<file path="config.mk">
export PLATFORM = sky130hd
export DESIGN_NAME = tce_ram
export DESIGN_NICKNAME = d
export VERILOG_FILES = /design/src/design/tce_ram.sv
export SDC_FILE = /design/constraint.sdc
export NUM_CORES = 1
export LEC_CHECK = 0
export ABC_AREA = 1
export BUFFER_PORTS_ARGS = -buffer_cell sky130_fd_sc_hd__buf_2
export CAP_MARGIN = 20
export CORE_ASPECT_RATIO = 0.75
export CORE_MARGIN = 2
export CORE_UTILIZATION = 30
export DETAILED_ROUTE_END_ITERATION = 8
export PLACE_DENSITY = 0.42
export RECOVER_POWER = 25
export SLEW_MARGIN = 10
export SYNTH_ARGS = -nofsm -noshare
export SYNTH_HDL_FRONTEND = slang
export SYNTH_SLANG_ARGS = --single-unit
export TNS_END_PERCENT = 1
</file>
<file path="constraint.sdc">
create_clock -name clk -period 3.4 [get_ports clk]
set_input_delay 0.17 -clock clk [delete_from_list [all_inputs] [get_ports clk]]
set_output_delay 0.17 -clock clk [all_outputs]
set_load 0.02 [all_outputs]
</file>
<file path="src/design/tce_ram.sv">
// Generic single-write, single-read RAM with a registered, enabled read port.
// Standalone; used for the register file copies and the data memory.
`default_nettype none

module tce_ram #(
	parameter int WIDTH = 32,
	parameter int DEPTH = 16,
	localparam int AW = (DEPTH > 1) ? $clog2(DEPTH) : 1
) (
	input  wire logic             clk,
	input  wire logic             we,
	input  wire logic [AW-1:0]    waddr,
	input  wire logic [WIDTH-1:0] wdata,
	input  wire logic             re,
	input  wire logic [AW-1:0]    raddr,
	output logic      [WIDTH-1:0] rdata
);

	logic [WIDTH-1:0] mem [DEPTH];

	// Write, then read with old data on a same-address collision
	always_ff @(posedge clk) begin
		if (we) begin
			mem[waddr] <= wdata;
		end
		if (re) begin
			rdata <= mem[raddr];
		end
	end

endmodule

`default_nettype wire

</file>
==> impl_metrics.py <==
metrics = {
    "clock_tree": {
        "post_cts_resized": 0,
        "clk_pin_slew_worst_paths_ps": 60,
        "clock_path_buffers": 3,
        "clock-sinks": 544,
        "numCtsBuffers": 55,
        "insertion_delay_ps": 630,
        "cts_tree": "built",
        "root_buffer": "clkbuf_16",
        "cts_max_level": 2,
    },
    "timing": {
        "drv_slew": 17,
        "grt_setup_unrepaired": "false",
        "tns_ps": 0,
        "finalCriticalPeriod_ps": 1720,
        "slew-limit-headroom_pct": -16.7,
        "fmax_mhz": 582,
        "worst_slack_ps": 1680,
        "finalHoldViolCount": 0,
        "period_share_pct": 50.6,
        "finalClockSkew_ps": 24.7,
        "finalSetupViolations": 0,
        "worst_pin_slew_ps": 1750,
    },
    "min_path": {
        "hold_class": "primary input to register",
        "hp-start": "raddr[2]",
        "whs_path_depth": 4,
        "holdPathEnd": "rdata[12]",
    },
    "job": {
        "maxCapViolCount": 1,
    },
    "die": {
        "initial_core_util_pct": 30.5,
        "die-width_microns": 324,
        "core_sq_um": 75700,
        "ios": 75,
        "die_area_sq_um": 79100,
        "die_h_microns": 244,
        "num_rows": 87,
    },
    "worst_setup_path": {
        "cp_max_fo": 17,
        "r2r_end": "rdata[26]",
        "cp.buffers_inverters": 2,
        "reg2reg_slack_ps": 2170,
        "crit_family": "buffers and inverters",
        "path_cells": "clkbuf_1, buf_4",
        "r2r_cells": 6,
        "cp-start-kind": "primary input",
        "slowest_delay_ps": 1220,
        "endpoint_kind": "register",
        "arrival_ps": 1980,
        "r2r-start": "mem[1][26]",
        "crit_slowest_cell": "clkbuf_1",
        "crit_required_ps": 3670,
        "critPathKind": "primary input to register",
    },
    "detailed_routing": {
        "wl_mm": 63.7,
        "drcViolationCount": 0,
        "antenna_left": 0,
        "via_count": 14647,
        "drtIter0Drc": 1266,
        "vias_per_cell": 4.47,
        "wl_per_cell_microns": 19.5,
        "dr.pass1.iters": 5,
    },
    "logic_synthesis": {
        "synthAdderAreaFrac_pct": 0,
        "seq_area_frac_synth_pct": 70.9,
        "syn_nets": 2163,
        "ys_seq_elements": 544,
        "yosys.area_share.simple_pct": 19.7,
        "synth-compound-area-share_pct": 0,
        "synth.area.mux_share_pct": 0,
        "syn_avg_cell_area_sq_um": 10.9,
        "yosysWarnings": 0,
        "synth_xor_area_share_pct": 0,
        "synthesis.area_sq_um": 23100,
        "synthCells": 2120,
        "yosysUniqueCellTypes": 14,
        "synth_top_family_by_area": "simple AND/OR/NAND/NOR gates",
    },
    "cells_and_area": {
        "utilization_pct": 34.9,
        "drive_above_1_share_pct": 7.91,
        "nets": 2257,
        "final_common_cell": "nand2_1",
        "final_cell_mix": "nand2_1 (677), edfxtp_1 (544), inv_1 (386)",
        "syn2layout_area_growth_pct": 14.7,
    },
    "grt": {
        "grtUsageTotal_pct": 16.3,
        "overflow": 0,
        "antenna_found_initial": 3,
        "grt_start_max_net_pins": 100,
        "grt_pass1_wl_mm": 95.6,
        "grt_pass1_vias": 14615,
    },
    "pwr": {
        "p_leak_nw": 10.9,
        "ir_drop_mv": 0.351,
        "power.density_nw_per_um2": 536,
    },
    "place": {
        "place_ws_ps": 1060,
        "hpwl_mm": 31.7,
        "io_buffers": 74,
        "gp_congestion": 0.727,
    },
    "status": {
        "violations": "capacitance limit, slew limit",
        "status": "complete, but fails checks",
    },
}
==> per-layer routing <==
layer / share of wire [%] / GRT usage (%) / vias to the layer above
met5: 0 / 0 / -
met1: 51 / 24.7 / 7220
met2: 43 / 24.4 / 295
li1: - / - / 7056
met4: 1.8 / 3.95 / 0
met3: 4.5 / 2.38 / 76
==> flip-flops by register name (all words and copies together), names as in the netlist <==
name	count
rdata	32
mem	512
==> layout make-up <==
type / count / area (sq um)
diodes: 1 / 2.50
inverters: 390 / 1470
well taps: 1023 / 1280
flip-flops and latches: 544 / 16300
multi-input cells: 1081 / 4670
fillers: 7575 / 49200
repair buffers: 142 / 1090
clock buffers: 68 / 1430
clock inverters: 26 / 168
==> cell usage after synthesis <==
cell type	n	area share, %
clkbuf_1	14	0.23
buf_6	29	1.4
buf_2	41	0.89
nor2_1	17	0.28
nand3b_1	2	0.065
nand3_1	385	8.4
inv_1	388	6.3
buf_4	6	0.20
buf_12	1	0.087
inv_2	1	0.016
buf_1	14	0.23
nand2_1	677	11
edfxtp_1	544	71
inv_4	1	0.027
==> stage by stage <==
stage	total power, mW	hold slack [ps]	cells	area (sq um)
after detailed placement	8.67	570	3148	24500
after global routing	14.7	193	3275	26400
final	14.2	185	3275	26400
after CTS	14.4	145	3274	26500
after global placement	8.66	564	3148	24500
after floorplan	8.29	269	2120	23100
==> report_power, final <==
part           switching [mW]  internal [mW]
combinational           0.682          0.255
sequential             0.0429           7.56
clock                    2.60           3.03
==> worst max path at each step <==
stage          startpoint         end  slack [ps]  cells after the start
2_1_floorplan    waddr[2]  mem[10][0]        1240                      2
6_report               re   rdata[13]        1680                      2
5_1_grt                re   rdata[13]        1530                      2
3_5_place_dp     raddr[0]   rdata[30]        1060                      8
4_1_cts          raddr[0]   rdata[30]        1730                      8
3_3_place_gp     raddr[0]   rdata[30]        1070                      8
==> cell families (layout without fill, tap and decap cells) <==
group,after synthesis,after routing
AND/OR/NAND/NOR,1081,1081
other,0,1
buffers and inverters,495,626
flip-flops,544,544
==> repair_timing <==
item                      4_1_cts  5_1_grt
hold endpoints to repair      512        0
hold buffers                   32        0
buffers inserted                0        0
Power figures use the tool's default switching activity.
