[src/design/tce_pkg.sv]
// Shared opcodes, field widths and control types of the tiny CPU execute unit.
// Depends on nothing; every other file of the block but tce_ram imports it.
`default_nettype none

package tce_pkg;

	// Fixed widths of the instruction and result words
	localparam int OP_W   = 4;
	localparam int IDX_W  = 4;
	localparam int WORD_W = 32;
	localparam int NPC_W  = 16;
	localparam int ADDR_W = 8;

	// Opcodes
	localparam logic [OP_W-1:0] OP_LD_DIR = 4'd0;
	localparam logic [OP_W-1:0] OP_ST_DIR = 4'd1;
	localparam logic [OP_W-1:0] OP_ST_IND = 4'd2;
	localparam logic [OP_W-1:0] OP_LD_IMM = 4'd3;
	localparam logic [OP_W-1:0] OP_COPY   = 4'd4;
	localparam logic [OP_W-1:0] OP_LD_IND = 4'd5;
	localparam logic [OP_W-1:0] OP_ADD    = 4'd6;
	localparam logic [OP_W-1:0] OP_SUB    = 4'd7;
	localparam logic [OP_W-1:0] OP_MUL    = 4'd8;
	localparam logic [OP_W-1:0] OP_JZ     = 4'd9;

	// Status of one executed instruction
	typedef struct packed {
		logic illegal;
		logic reg_wr;
		logic mem_wr;
	} exec_flags_t;

endpackage

`default_nettype wire

[src/design/tce_alu.sv]
// Instruction decode and datapath: register/memory results, store data and next PC.
// Depends on tce_pkg for opcodes and the status struct.
`default_nettype none

module tce_alu #(
	parameter int REG_COUNT = 16,
	parameter int MEM_WORDS = 256,
	parameter int DATA_BITS = 32,
	parameter int PC_BITS   = 16
) (
	input  wire logic [tce_pkg::OP_W-1:0]   op,
	input  wire logic [tce_pkg::IDX_W-1:0]  rd,
	input  wire logic [tce_pkg::WORD_W-1:0] so,
	input  wire logic [PC_BITS-1:0]         pc,
	input  wire logic [DATA_BITS-1:0]       opa,
	input  wire logic [DATA_BITS-1:0]       opb,
	input  wire logic [DATA_BITS-1:0]       mem_rdata,
	output tce_pkg::exec_flags_t            flags,
	output logic [DATA_BITS-1:0]            reg_data,
	output logic [tce_pkg::ADDR_W-1:0]      st_addr,
	output logic [DATA_BITS-1:0]            mem_data,
	output logic [PC_BITS-1:0]              next_pc
);
	import tce_pkg::*;

	logic                 reg_wr;
	logic                 mem_wr;
	logic                 illegal;
	logic                 reg_ok;
	logic                 mem_ok;
	logic [DATA_BITS-1:0] rval;
	logic [DATA_BITS-1:0] mval;
	logic [ADDR_W-1:0]    maddr;
	logic [PC_BITS-1:0]   pc_inc;

	// Decode and compute
	always_comb begin
		pc_inc  = pc + PC_BITS'(1);
		next_pc = pc_inc;
		rval    = '0;
		mval    = '0;
		maddr   = '0;
		reg_wr  = 1'b0;
		mem_wr  = 1'b0;
		illegal = 1'b0;
		unique case (op)
			OP_LD_DIR: begin
				reg_wr = 1'b1;
				rval   = mem_rdata;
			end
			OP_ST_DIR: begin
				mem_wr = 1'b1;
				maddr  = so[ADDR_W-1:0];
				mval   = opa;
			end
			OP_ST_IND: begin
				mem_wr = 1'b1;
				maddr  = opa[ADDR_W-1:0];
				mval   = opb;
			end
			OP_LD_IMM: begin
				reg_wr = 1'b1;
				rval   = so[DATA_BITS-1:0];
			end
			OP_COPY: begin
				reg_wr = 1'b1;
				rval   = opb;
			end
			OP_LD_IND: begin
				reg_wr = 1'b1;
				rval   = mem_rdata;
			end
			OP_ADD: begin
				reg_wr = 1'b1;
				rval   = opa + opb;
			end
			OP_SUB: begin
				reg_wr = 1'b1;
				rval   = opa - opb;
			end
			OP_MUL: begin
				reg_wr = 1'b1;
				rval   = opa * opb;
			end
			OP_JZ: begin
				if (opa == '0) begin
					next_pc = pc_inc + so[PC_BITS-1:0];
				end
			end
			default: begin
				illegal = 1'b1;
				next_pc = pc;
			end
		endcase
	end

	// Drop writes that fall outside the register file or the data memory
	assign reg_ok = reg_wr && (int'(rd) < REG_COUNT);
	assign mem_ok = mem_wr && (int'(maddr) < MEM_WORDS);

	assign flags.illegal = illegal;
	assign flags.reg_wr  = reg_ok;
	assign flags.mem_wr  = mem_ok;
	assign reg_data      = reg_ok ? rval : '0;
	assign st_addr       = mem_ok ? maddr : '0;
	assign mem_data      = mem_ok ? mval : '0;

endmodule

`default_nettype wire
[config.mk]
export PLATFORM = sky130hd
export DESIGN_NAME = tce_alu
export DESIGN_NICKNAME = d
export VERILOG_FILES = /design/src/design/tce_pkg.sv /design/src/design/tce_alu.sv
export SDC_FILE = /design/constraint.sdc
export NUM_CORES = 1
export LEC_CHECK = 0
export BUFFER_PORTS_ARGS = -buffer_cell sky130_fd_sc_hd__buf_2
export CORE_ASPECT_RATIO = 0.5
export CORE_MARGIN = 2
export CORE_UTILIZATION = 38
export DETAILED_ROUTE_END_ITERATION = 8
export PLACE_DENSITY = 0.55
export SYNTH_ARGS = -nofsm -noshare
export SYNTH_HDL_FRONTEND = slang
export SYNTH_SLANG_ARGS = --single-unit
[constraint.sdc]
create_clock -name vclk -period 12
set_input_delay 2.4 -clock vclk [all_inputs]
set_output_delay 2.4 -clock vclk [all_outputs]
set_load 0.03 [all_outputs]
==> run summary <==
The flow ran to the end, and the final reports show no timing, DRC or antenna violations. The area of the placeable core was 0.05353 sq mm; the worst path arrival time was 9.50 ns. The type of the tightest min-delay check is in -> out. Static timing analysis puts the maximum clock frequency at 84.05 MHz. The max-slew headroom at the worst pin was 42.10%. Counting distinct cell types in the post-synthesis netlist gives 66. In this run the horizontal extent of the chip is 332.6 um. Type of the worst setup path: in -> out.

Final worst setup slack: 0.1020 ns. The via density per instance came out at 5.401. By area the synthesized netlist is led by sky130_fd_sc_hd__fa_1 (40%), sky130_fd_sc_hd__ha_1 (10%), sky130_fd_sc_hd__and2_1 (9.5%). Setup repair after global routing could not meet its margin everywhere. Each instance of the synthesized netlist takes up on average 8.431 sq um. The pre-antenna-repair detailed-routing pass consisted of 8 iterations.

The combined area of all synthesized cells is 0.02051 sq mm, and the critical-path maximum fanout is 10. Number of vias after detailed routing: 18.35k. The number of ports placed on the die boundary came out at 243. The first global-routing pass estimated 113.7 mm of wire.

The total overflow left after global routing is 0. The logs give 0 for the number of pins exceeding their max-slew limit in the final report and 0.9262 for the global placer's final weighted congestion. In the finished design, the share of the clock period the worst path needs comes to 99.15%. Across the whole layout, storage elements account for 0 sq um. The number of rows created at floorplan was 60; the minimum period implied by the final worst setup slack was 11.90 ns.

Setup violations remaining at the end of the flow were counted as 0. Dividing the detail-routed wire length by the instance count gives 22.26 um. The post-synthesis to final-layout area growth works out to 15.99%. After detailed placement, the design holds a cell count of 3394. The post-synthesis share of cell area spent on full adders, half adders and majority gates came out at 50.50%. The startpoint kind of the worst setup timing path is an input pin. In the routed design, unresolved DRC markers number 0. The tools report the post-detailed-routing wire length as 75.61 mm. Counting the clock-network buffers in the layout gives 0. By area, the combinational part of the netlist is dominated by adder cells. The count of cells in the finished layout, fillers not included, comes to 3397. Summed over all instances, the cell type with the most area after synthesis is sky130_fd_sc_hd__fa_1. Summing all non-filler instances in the final layout gives an area of 0.02379 sq mm. The simple logic cell fraction of the synthesized area came out at 19.55%. Sequential cells placed in the final layout were counted as 0. The count of antenna-violating nets left after detailed routing was 0; the die area was 0.05597 sq mm.

The tools report the initial antenna violation count as 1. Global routing consumed, over all layers together, 26.77% of the routing resources. The fraction of the mapped netlist area in compound gates came out at 12.20%. Data on the critical path is required at its endpoint by 9.60 ns. In the final design database the tool counted 3419 nets. The worst setup path is captured at a primary output.

The number of maximum-capacitance constraint violations was 0. Measured against the total synthesized area, the mux share comes to 0.5002%. Portion of the post-synthesis area used by sequential elements: 0%. Once the floorplan was initialized, standard cells occupied 38.32% of the core. The transition time at the pin with the least slew margin is 0.8637 ns. Final number of hold-violating endpoints: 0. The floorplan step set the die height to 168.3 um.

In the synthesized netlist, the number of instances is 2433. At the placement stage, the worst setup path has a slack of -0.2642 ns. The half-perimeter wire length after placement is 63.11 mm, and the net count after synthesis is 3167. Cells with a size suffix above 1 make up 16.96% of the layout. Input and output buffers added on the ports amount to 239.

Yosys printed 0 warnings. Leaving out fill and tap cells, the most frequent cell in the layout is sky130_fd_sc_hd__fa_1. The run gives 18.83k as the number of global-route vias before repair. Entering global routing, the biggest net connects 42 pins. The library cells used most frequently in the layout, excluding fill and tap cells, are sky130_fd_sc_hd__fa_1 (405), sky130_fd_sc_hd__inv_1 (397), sky130_fd_sc_hd__and2_1 (312), sky130_fd_sc_hd__nand2_1 (288), sky130_fd_sc_hd__buf_2 (221). Summing all placed instances gives a cell area of 0.02353 sq mm. The tools report the number of hold-repair buffers added at the cts stage as 0. The xor/xnor cell area share of the yosys netlist works out to 7.027%.

The first routing iteration left 1362 violations. The top cell type's share of synthesized area is 40.01%.
[cells by family after synthesis]
| group | Yosys count |
|---|---|
| xor+xnor | 163 |
| compound gates | 339 |
| fa+ha+maj | 582 |
| mux | 10 |
| buf+inv | 555 |
| simple gates | 784 |
[synthesized netlist by cell type, types with 3 or more instances]
library cell and n:
sky130_fd_sc_hd__nand2_1 288, sky130_fd_sc_hd__o311ai_0 5, sky130_fd_sc_hd__a21o_1 24, sky130_fd_sc_hd__o21bai_1 7, sky130_fd_sc_hd__nor2_1 64, sky130_fd_sc_hd__nand3b_1 3, sky130_fd_sc_hd__a31oi_1 5, sky130_fd_sc_hd__fa_1 410
sky130_fd_sc_hd__mux2i_1 8, sky130_fd_sc_hd__inv_1 397, sky130_fd_sc_hd__buf_4 3, sky130_fd_sc_hd__or2_2 7, sky130_fd_sc_hd__nor2b_1 7, sky130_fd_sc_hd__o21ai_0 55, sky130_fd_sc_hd__and3_1 9, sky130_fd_sc_hd__o31ai_1 10
sky130_fd_sc_hd__xor2_1 59, sky130_fd_sc_hd__nor3_1 24, sky130_fd_sc_hd__buf_1 4, sky130_fd_sc_hd__nand4_1 10, sky130_fd_sc_hd__a221oi_1 3, sky130_fd_sc_hd__a21oi_1 54, sky130_fd_sc_hd__or3_1 6, sky130_fd_sc_hd__a22o_1 42
sky130_fd_sc_hd__nand2b_1 12, sky130_fd_sc_hd__ha_1 172, sky130_fd_sc_hd__and2_1 312, sky130_fd_sc_hd__o41ai_1 5, sky130_fd_sc_hd__a211o_1 6, sky130_fd_sc_hd__clkbuf_1 151, sky130_fd_sc_hd__a222oi_1 30, sky130_fd_sc_hd__o221ai_1 10
sky130_fd_sc_hd__o2111ai_1 4, sky130_fd_sc_hd__a211oi_1 11, sky130_fd_sc_hd__o211ai_1 14, sky130_fd_sc_hd__o21a_1 15, sky130_fd_sc_hd__nor4b_1 3, sky130_fd_sc_hd__a21boi_0 4, sky130_fd_sc_hd__nand3_1 17, sky130_fd_sc_hd__xnor2_1 103
sky130_fd_sc_hd__nor4_1 12, sky130_fd_sc_hd__a22oi_1 14
[final timing paths]
check	start	to	slack, ns	depth (start not counted)
setup / recovery	opa[9]	reg_data[31]	0.10	25
hold / removal	mem_rdata[21]	reg_data[21]	5.17	4
[per-stage QoR]
stage,hold WS (ns),util [%],setup TNS (ns)
3_3_place_gp,5.166,43.97,-0.9442
2_1_floorplan,5.052,-,0
6_report,5.173,44.45,0
4_1_cts,5.173,44.03,0
3_5_place_dp,5.173,43.97,-0.8673
5_1_grt,5.192,44.45,-0.007121
[cell type report]
class,instances,area [sq um]
Fill cell,5418,29730
Multi-Input combinational cell,1878,18590
Timing Repair Buffer,408,2814
Inverter,397,1490
Tap cell,713,892.1
Antenna cell,1,2.502
[what timing repair did]
action                                  CTS  global route
pin swaps                                 1            19
endpoints found under the setup margin    7            10
gates resized for setup                  10            64
buffers inserted                          0             2
[worst max-delay path: stages]
cell                       delay, ns
sky130_fd_sc_hd__clkbuf_4       0.16
sky130_fd_sc_hd__buf_12         0.17
sky130_fd_sc_hd__buf_4          0.16
sky130_fd_sc_hd__and2_1         0.17
sky130_fd_sc_hd__fa_1           0.63
sky130_fd_sc_hd__fa_1           0.48
sky130_fd_sc_hd__fa_1           0.53
sky130_fd_sc_hd__inv_1          0.05
sky130_fd_sc_hd__fa_1           0.47
sky130_fd_sc_hd__inv_1          0.05
sky130_fd_sc_hd__ha_1           0.27
sky130_fd_sc_hd__ha_1           0.29
sky130_fd_sc_hd__fa_1           0.52
sky130_fd_sc_hd__fa_1           0.48
sky130_fd_sc_hd__ha_1           0.27
sky130_fd_sc_hd__nor3_2         0.24
sky130_fd_sc_hd__o21a_1         0.15
sky130_fd_sc_hd__nand3_1        0.21
sky130_fd_sc_hd__a211oi_4       0.44
sky130_fd_sc_hd__o31ai_4        0.11
sky130_fd_sc_hd__a211oi_2       0.39
sky130_fd_sc_hd__nor2b_2        0.10
sky130_fd_sc_hd__o21a_1         0.23
sky130_fd_sc_hd__o311ai_2       0.28
sky130_fd_sc_hd__buf_4          0.23
[routing by layer]
metal	wire [um]	vias to the layer above	GRT usage (%)
li1	-	8209	-
met1	32680	9303	36.56
met4	2259	0	7.470
met5	0	-	0
met3	5864	116	4.123
met2	34800	719	44.18
Power is not shown: default switching activity piles up to over one toggle a cycle in this logic, so the estimate is an artifact.
